File: src/rtl/gpf_pkg.sv
`timescale 1ns / 1ps
// shared types, constants and the byte-wise crc-16 update for the gamepad framer
// no dependencies

package gpf_pkg;

  // frame geometry
  localparam int unsigned FrameLen = 13;
  localparam int unsigned StoreLen = 11;
  localparam int unsigned StoreW   = StoreLen * 8;
  localparam int unsigned PosW     = 4;

  // byte positions within a frame
  localparam logic [PosW-1:0] PosFirstCrc = PosW'(1);
  localparam logic [PosW-1:0] PosLastCrc  = PosW'(StoreLen - 1);
  localparam logic [PosW-1:0] PosCrcHi    = PosW'(StoreLen);
  localparam logic [PosW-1:0] PosCrcLo    = PosW'(FrameLen - 1);

  // crc-16 constants, msb first, no final xor
  localparam logic [15:0] CrcInit = 16'hFFFF;
  localparam logic [15:0] CrcPoly = 16'h1021;

  // configuration register map
  localparam int unsigned CfgIdxW  = 2;
  localparam int unsigned CfgDataW = 15;
  localparam logic [CfgIdxW-1:0] CfgDeadZone = CfgIdxW'(0);
  localparam logic [CfgIdxW-1:0] CfgHeader   = CfgIdxW'(1);

  // reset values of the configuration registers
  localparam logic [14:0] DeadZoneRst = 15'd7849;
  localparam logic [7:0]  HeaderRst   = 8'h0A;

  // crc unit control
  typedef struct packed {
    logic init;
    logic upd;
  } crc_ctrl_t;

  // byte shift register control
  typedef struct packed {
    logic load;
    logic shift;
  } shreg_ctrl_t;

  // one byte through the crc, eight bit steps
  function automatic logic [15:0] crc_byte(input logic [15:0] crc, input logic [7:0] b);
    logic [15:0] c;
    c = crc ^ {b, 8'h00};
    for (int k = 0; k < 8; k++) begin
      if (c[15]) begin
        c = {c[14:0], 1'b0} ^ CrcPoly;
      end else begin
        c = {c[14:0], 1'b0};
      end
    end
    return c;
  endfunction

endpackage

File: src/rtl/gpf_crc.sv
`timescale 1ns / 1ps
// crc-16 check register, updated one byte per cycle while ctrl_i.upd is set
// depends on gpf_pkg

module gpf_crc (
  input  logic               clk_i,
  input  logic               rst_ni,
  input  gpf_pkg::crc_ctrl_t ctrl_i,
  input  logic [7:0]         byte_i,
  output logic [15:0]        crc_o
);

  logic [15:0] crc_d, crc_q;

  // restart on a new frame, fold in one byte when asked
  always_comb begin
    crc_d = crc_q;
    if (ctrl_i.init) begin
      crc_d = gpf_pkg::CrcInit;
    end else if (ctrl_i.upd) begin
      crc_d = gpf_pkg::crc_byte(crc_q, byte_i);
    end
  end

  always_ff @(posedge clk_i or negedge rst_ni) begin
    if (!rst_ni) begin
      crc_q <= gpf_pkg::CrcInit;
    end else begin
      crc_q <= crc_d;
    end
  end

  assign crc_o = crc_q;

endmodule

File: src/rtl/gpf_shreg.sv
`timescale 1ns / 1ps
// frame byte shift register, parallel load and one byte out per shift
// depends on gpf_pkg

module gpf_shreg (
  input  logic                        clk_i,
  input  gpf_pkg::shreg_ctrl_t        ctrl_i,
  input  logic [gpf_pkg::StoreW-1:0]  load_i,
  output logic [7:0]                  head_o
);

  logic [gpf_pkg::StoreW-1:0] sr_d, sr_q;

  // load wins over shift, byte 0 sits at the top
  always_comb begin
    sr_d = sr_q;
    if (ctrl_i.load) begin
      sr_d = load_i;
    end else if (ctrl_i.shift) begin
      sr_d = {sr_q[gpf_pkg::StoreW-9:0], 8'h00};
    end
  end

  always_ff @(posedge clk_i) begin
    sr_q <= sr_d;
  end

  assign head_o = sr_q[gpf_pkg::StoreW-1 -: 8];

endmodule

File: src/rtl/gamepad_packet_framer_crc16_core.sv
`timescale 1ns / 1ps
// gamepad framer top: packs a snapshot, streams 13 bytes with crc-16 trailer
// depends on gpf_pkg, gpf_shreg, gpf_crc
// the header byte leaves through the shift register, then the output register
// one byte per cycle through the shift register while the receiver is ready
// a new snapshot is taken in the cycle the last crc byte is loaded for output
// reset: asynchronous active low, clears control, crc to 0xFFFF, config to defaults

module gamepad_packet_framer_crc16_core (
  input  logic                          clk_i,
  input  logic                          rst_ni,
  // configuration writes
  input  logic                          cfg_we_i,
  input  logic [gpf_pkg::CfgIdxW-1:0]   cfg_idx_i,
  input  logic [gpf_pkg::CfgDataW-1:0]  cfg_wdata_i,
  // snapshot channel
  input  logic                          in_valid_i,
  output logic                          in_ready_o,
  input  logic [7:0]                    main_buttons_i,
  input  logic [5:0]                    extra_buttons_i,
  input  logic [7:0]                    left_trigger_i,
  input  logic [7:0]                    right_trigger_i,
  input  logic signed [15:0]            left_stick_x_i,
  input  logic signed [15:0]            left_stick_y_i,
  input  logic signed [15:0]            right_stick_x_i,
  input  logic signed [15:0]            right_stick_y_i,
  // frame byte channel
  output logic                          out_valid_o,
  input  logic                          out_ready_i,
  output logic [7:0]                    frame_byte_o,
  output logic                          last_byte_o
);

  logic [14:0] dead_zone_q;
  logic [7:0]  header_q;

  logic                      busy_d, busy_q;
  logic [gpf_pkg::PosW-1:0]  pos_d, pos_q;
  logic                      oval_d, oval_q;
  logic [7:0]                obyte_d, obyte_q;
  logic                      olast_d, olast_q;

  logic advance, last_adv, in_acc;
  logic [7:0]  head, cur_byte, byte10;
  logic [15:0] crc;
  logic [15:0] sz [4];
  logic [gpf_pkg::StoreW-1:0] load_val;
  gpf_pkg::crc_ctrl_t   crc_ctrl;
  gpf_pkg::shreg_ctrl_t sr_ctrl;

  // configuration registers, unknown indexes ignored
  always_ff @(posedge clk_i or negedge rst_ni) begin
    if (!rst_ni) begin
      dead_zone_q <= gpf_pkg::DeadZoneRst;
      header_q    <= gpf_pkg::HeaderRst;
    end else if (cfg_we_i) begin
      unique case (cfg_idx_i)
        gpf_pkg::CfgDeadZone: dead_zone_q <= cfg_wdata_i[14:0];
        gpf_pkg::CfgHeader:   header_q    <= cfg_wdata_i[7:0];
        default: ;
      endcase
    end
  end

  // dead zone: zero a stick value whose magnitude is below the threshold
  function automatic logic [15:0] dz_apply(input logic [15:0] v, input logic [14:0] dz);
    logic [16:0] mag;
    mag = v[15] ? (17'h10000 - {1'b0, v}) : {1'b0, v};
    return (mag < {2'b00, dz}) ? 16'h0000 : v;
  endfunction

  // pack bytes 0..10 of the frame
  always_comb begin
    sz[0] = dz_apply(left_stick_x_i, dead_zone_q);
    sz[1] = dz_apply(left_stick_y_i, dead_zone_q);
    sz[2] = dz_apply(right_stick_x_i, dead_zone_q);
    sz[3] = dz_apply(right_stick_y_i, dead_zone_q);
    byte10 = {extra_buttons_i[5:2], left_trigger_i != 8'h00,
              right_trigger_i != 8'h00, extra_buttons_i[1:0]};
    load_val = {header_q, main_buttons_i, sz[0], sz[1], sz[2], sz[3], byte10};
  end

  // handshake and sequencing
  assign advance    = busy_q && (!oval_q || out_ready_i);
  assign last_adv   = advance && (pos_q == gpf_pkg::PosCrcLo);
  assign in_ready_o = !busy_q || last_adv;
  assign in_acc     = in_valid_i && in_ready_o;

  assign sr_ctrl.load   = in_acc;
  assign sr_ctrl.shift  = advance;
  assign crc_ctrl.init  = in_acc;
  assign crc_ctrl.upd   = advance && (pos_q >= gpf_pkg::PosFirstCrc) &&
                          (pos_q <= gpf_pkg::PosLastCrc);

  gpf_shreg u_shreg (
    .clk_i  (clk_i),
    .ctrl_i (sr_ctrl),
    .load_i (load_val),
    .head_o (head)
  );

  gpf_crc u_crc (
    .clk_i  (clk_i),
    .rst_ni (rst_ni),
    .ctrl_i (crc_ctrl),
    .byte_i (head),
    .crc_o  (crc)
  );

  // byte source: stored bytes, then the crc high and low bytes
  always_comb begin
    case (pos_q)
      gpf_pkg::PosCrcHi: cur_byte = crc[15:8];
      gpf_pkg::PosCrcLo: cur_byte = crc[7:0];
      default:           cur_byte = head;
    endcase
  end

  // next-state for position, busy flag and output register
  always_comb begin
    busy_d  = busy_q;
    pos_d   = pos_q;
    oval_d  = oval_q;
    obyte_d = obyte_q;
    olast_d = olast_q;
    if (advance) begin
      pos_d   = pos_q + gpf_pkg::PosW'(1);
      oval_d  = 1'b1;
      obyte_d = cur_byte;
      olast_d = (pos_q == gpf_pkg::PosCrcLo);
    end else if (out_ready_i) begin
      oval_d = 1'b0;
    end
    if (last_adv) begin
      busy_d = 1'b0;
      pos_d  = '0;
    end
    if (in_acc) begin
      busy_d = 1'b1;
      pos_d  = '0;
    end
  end

  always_ff @(posedge clk_i or negedge rst_ni) begin
    if (!rst_ni) begin
      busy_q <= 1'b0;
      pos_q  <= '0;
      oval_q <= 1'b0;
    end else begin
      busy_q <= busy_d;
      pos_q  <= pos_d;
      oval_q <= oval_d;
    end
  end

  always_ff @(posedge clk_i) begin
    obyte_q <= obyte_d;
    olast_q <= olast_d;
  end

  assign out_valid_o  = oval_q;
  assign frame_byte_o = obyte_q;
  assign last_byte_o  = olast_q;

endmodule

File: config.mk
export PLATFORM = sky130hd
export DESIGN_NAME = gamepad_packet_framer_crc16_core
export DESIGN_NICKNAME = d
export VERILOG_FILES = /design/src/rtl/gpf_pkg.sv /design/src/rtl/gpf_crc.sv /design/src/rtl/gpf_shreg.sv /design/src/rtl/gamepad_packet_framer_crc16_core.sv
export SDC_FILE = /design/constraint.sdc
export NUM_CORES = 1
export LEC_CHECK = 0
export ABC_AREA = 0
export BUFFER_PORTS_ARGS = -buffer_cell sky130_fd_sc_hd__clkbuf_2
export CAP_MARGIN = 20
export CORE_ASPECT_RATIO = 2
export CORE_MARGIN = 2
export CORE_UTILIZATION = 61
export DETAILED_ROUTE_END_ITERATION = 8
export PLACE_DENSITY = 0.95
export SLEW_MARGIN = 20
export SYNTH_ARGS = -nofsm -noshare
export SYNTH_HDL_FRONTEND = slang
export SYNTH_SLANG_ARGS = --single-unit
File: constraint.sdc
create_clock -name clk_i -period 7.9 [get_ports clk_i]
set_clock_uncertainty 0.05 [all_clocks]
set_input_delay 0.395 -clock clk_i [delete_from_list [all_inputs] [get_ports clk_i]]
set_output_delay 0.395 -clock clk_i [all_outputs]
set_load 0.02 [all_outputs]
==> flow_summary.yaml <==
floorplan:
  num_io_pins: 127
  placeableCoreArea_sq_um: 13800
  floorplan.die_area_sq_um: 15000
  chipHeight_um: 171
  rows: 61
  initial_standard_cell_utilization_of_the_core: 0.617
  die_w_um: 87.6
global_routing:
  gr-total-overflow: 0
  first_global_vias: 7300
  grt_antenna_before_repair: 0
  grt_first_pass_wirelength_um: 36600
  maximum_number_of_pins_on_one_net_before_global_route_repair: 89
  grt.total_usage: 0.327
finish:
  fin_nets: 1101
  mostFrequentLayoutCell: "sky130_fd_sc_hd__nand2_1"
  area_delta_synth_final_pct: 17.0
  layout-drive-gt1-share: 0.228
  layout.cells.most_common_list: "sky130_fd_sc_hd__nand2_1 (156), sky130_fd_sc_hd__clkbuf_2 (125), sky130_fd_sc_hd__edfxtp_1 (97), sky130_fd_sc_hd__xnor2_1 (64), sky130_fd_sc_hd__ha_1 (64)"
  antenna-diode-count: 0
power:
  p_leak_nw: 4.23
  power.share.combinational: 0.302
  power_per_cell_area_nw_per_um2: 293
  swShare: 0.334
  intPower_mw: 1.95
  sequentialPowerShare: 0.399
  clkPwrFrac: 0.299
  vdd.ir_drop.worst_v: 0.000181
  switching_component_of_the_power_mw: 0.974
clocking:
  ctsHtreeMaxLevel: 4
  post-cts-setup-buffer-count: 0
  cts_repair_resize_count: 0
  cts_max_path_bufs: 2
  cts-buffers-inserted: 17
  worstSkewPairLatency_ps: 430
  cts_root_buf: "sky130_fd_sc_hd__clkbuf_16"
  cts_tree: "built"
  cts.sink_count: 142
  clkTransAtPathRegs_ps: 60
critical_path:
  worstPathArrival_ps: 4520
  worstPathRequired_ps: 8140
  worst_path_max_delay_cell: "sky130_fd_sc_hd__o32ai_2"
  setup.worst_path.start_class: "flop"
  critical_path.reg2reg.startpoint: "pos_q[0]"
  crit_path_cell_trace: "inv_1 > ha_1 > and3_1 > a21bo_1 > and2_1 > buf_4 > nand3_1 > o32ai_2 > a22o_1"
  worst_path_largest_cell_delay_ps: 940
  path_max_fanout: 22
  worst-setup-path-type: "reg2reg"
  timing.critical_path.to_type: "flop"
  startpoint: "pos_q[0]"
place:
  place_worst_setup_slack_ps: 3690
  final_weighted_congestion_in_routability_driven_placement: 0.979
  post-dp-hpwl_um: 16600
  portBuffers: 126
timing:
  period_needed_ps: 4280
  fin_crit_sh: 0.542
  max_clock_freq_mhz: 234
  fin_ws_ps: 3620
  final_max_slew_viol_count: 0
  hold_violations: 0
  slew_headroom: 0.228
  sum_of_negative_setup_slack_ps: 0
  rsz0062_at_grt: "false"
  finalSetupViolCount: 0
  worstMarginPinSlew_ps: 1160
synth:
  dominantRegCellSynth: "sky130_fd_sc_hd__edfxtp_1"
  yosys_register_bits: 142
  synth-edff-count: 97
  synthMuxAreaShare: 0.0166
  synthCells: 803
  async_flop_share: 0.317
  area_share_of_fa_ha_maj_cells_after_synthesis: 0.0939
  synth_top_family_by_area: "compound AO/OA/AOI/OAI gates"
  synth_nets: 983
  synthesized_area_divided_by_synthesized_cell_count_sq_um: 10.6
  yosys.cell_types.count: 52
  synth_compound_area_frac: 0.163
  synth.yosys.warnings: 0
  simple_gate_share_of_the_synthesized_area: 0.143
  synth.cell_area_sq_um: 8530
  synth.yosys.seq_area_share: 0.478
  synth-xor-area-share: 0.0781
flow_run:
  drv.max_cap_violation_count: 0
drt:
  drt_pre_antenna_iters: 5
  drc: 0
  dr_total_vias: 7200
  drt-vias-per-instance: 6.41
  detail_route.wirelength_um: 23800
  dr.first_iter.drc_count: 567
  route.detailed.wl_per_inst_um: 21.2
  ant_nets: 0
worst_hold_path:
  hold_path_class: "in2reg"
  hold_start: "cfg_wdata_i[11]"
run_status:
  run_status: "complete, no violations"
==> sequential cells by signal, indices dropped and copies added (netlist names) <==
signal,cells
out_valid_o,1
last_byte_o,1
busy_q,1
u_crc.crc_o,16
pos_q,4
header_q,8
u_shreg.sr_q,88
dead_zone_q,15
frame_byte_o,8
==> worst max-delay path: cells and delay by family, from the launching register on <==
kind	cells	cell delay, ps
adders and majority gates	1	160
DFF	1	450
buffers and inverters	2	510
AOI/OAI and AO/OA	3	1690
and+or+nand+nor	3	1270
==> what timing repair did <==
action                                 4_1_cts  5_1_grt
setup endpoints to repair                    0        0
endpoints found under the hold margin        0       19
hold buffers                                 0        1
==> layout make-up <==
| type | instances | area (sq um) |
|---|---|---|
| Multi-Input combinational cell | 604 | 4260 |
| Clock inverter | 14 | 193 |
| Tap cell | 189 | 236 |
| Sequential cell | 142 | 4070 |
| Fill cell | 912 | 3840 |
| Inverter | 26 | 97.6 |
| Clock buffer | 18 | 450 |
| Timing Repair Buffer | 130 | 666 |
==> cell usage after synthesis (5+ instances only) <==
library cell	instances	area, sq um
sky130_fd_sc_hd__nand2_1	158	593
sky130_fd_sc_hd__edfxtp_1	97	2910
sky130_fd_sc_hd__ha_1	64	801
sky130_fd_sc_hd__xnor2_1	64	561
sky130_fd_sc_hd__a22o_1	48	420
sky130_fd_sc_hd__a21oi_1	41	205
sky130_fd_sc_hd__o21ai_0	41	205
sky130_fd_sc_hd__clkbuf_1	26	97.6
sky130_fd_sc_hd__dfstp_2	26	683
sky130_fd_sc_hd__inv_1	26	97.6
sky130_fd_sc_hd__dfrtp_1	19	475
sky130_fd_sc_hd__o31ai_1	14	105
sky130_fd_sc_hd__o211ai_1	13	97.6
sky130_fd_sc_hd__nand2b_1	12	75.1
sky130_fd_sc_hd__nand3_1	12	60.1
sky130_fd_sc_hd__xor2_1	12	105
sky130_fd_sc_hd__a21o_1	11	82.6
sky130_fd_sc_hd__and3_1	9	56.3
sky130_fd_sc_hd__mux2_2	9	101
sky130_fd_sc_hd__or3_1	9	56.3
sky130_fd_sc_hd__a22oi_1	8	60.1
sky130_fd_sc_hd__nor2_1	8	30.0
sky130_fd_sc_hd__o41ai_1	8	70.1
sky130_fd_sc_hd__nand4_1	7	43.8
sky130_fd_sc_hd__nor4_1	6	37.5
sky130_fd_sc_hd__o21ai_1	5	25.0
sky130_fd_sc_hd__or4_4	5	56.3
==> layer usage <==
| metal | global-route usage | routed length, um |
|---|---|---|
| met4 | 0.235 | 1970 |
| met2 | 0.584 | 12600 |
| met3 | 0.0653 | 1730 |
| met5 | 0 | 0 |
| met1 | 0.323 | 7510 |
==> through the flow <==
step / util / hold WS (ps) / cells / total power [mW] / cell area (sq um)
floorplan: - / 49.4 / 803 / 1.76 / 8530
global placement: 0.673 / 438 / 1090 / 1.96 / 9300
detailed placement: 0.673 / 445 / 1090 / 2.02 / 9300
CTS: 0.719 / 114 / 1122 / 2.90 / 9940
global route: 0.722 / 113 / 1123 / 3.06 / 9970
finish: 0.722 / 112 / 1123 / 2.92 / 9970
==> cell families (layout without fill, tap and decap cells) <==
kind of cell | count (synthesis) | count (layout)
xor+xnor | 76 | 76
flops | 142 | 142
simple gates | 250 | 250
mux | 13 | 13
fa+ha+maj | 64 | 64
compound gates | 201 | 201
buf+inv | 57 | 188
==> power by group through the flow <==
stage	Sequential, mW	Combinational [mW]	Clock, mW
6_report	1.16	0.882	0.873
5_1_grt	1.18	0.967	0.908
4_1_cts	1.16	0.867	0.871
3_5_place_dp	1.17	0.847	0
3_3_place_gp	1.16	0.799	0
2_1_floorplan	1.15	0.603	0
==> path summary, 6_finish.rpt <==
check	end	slack, ps	cells after the start
setup / recovery	u_shreg.sr_q[70]	3620	9
hold / removal	dead_zone_q[11]	110	3
setup reg to reg	u_shreg.sr_q[70]	3620	9
hold reg to reg	out_valid_o	460	1
max in group asynchronous	dead_zone_q[4]	6940	2
min in group asynchronous	pos_q[2]	460	2
Power figures use the tool's default switching activity.
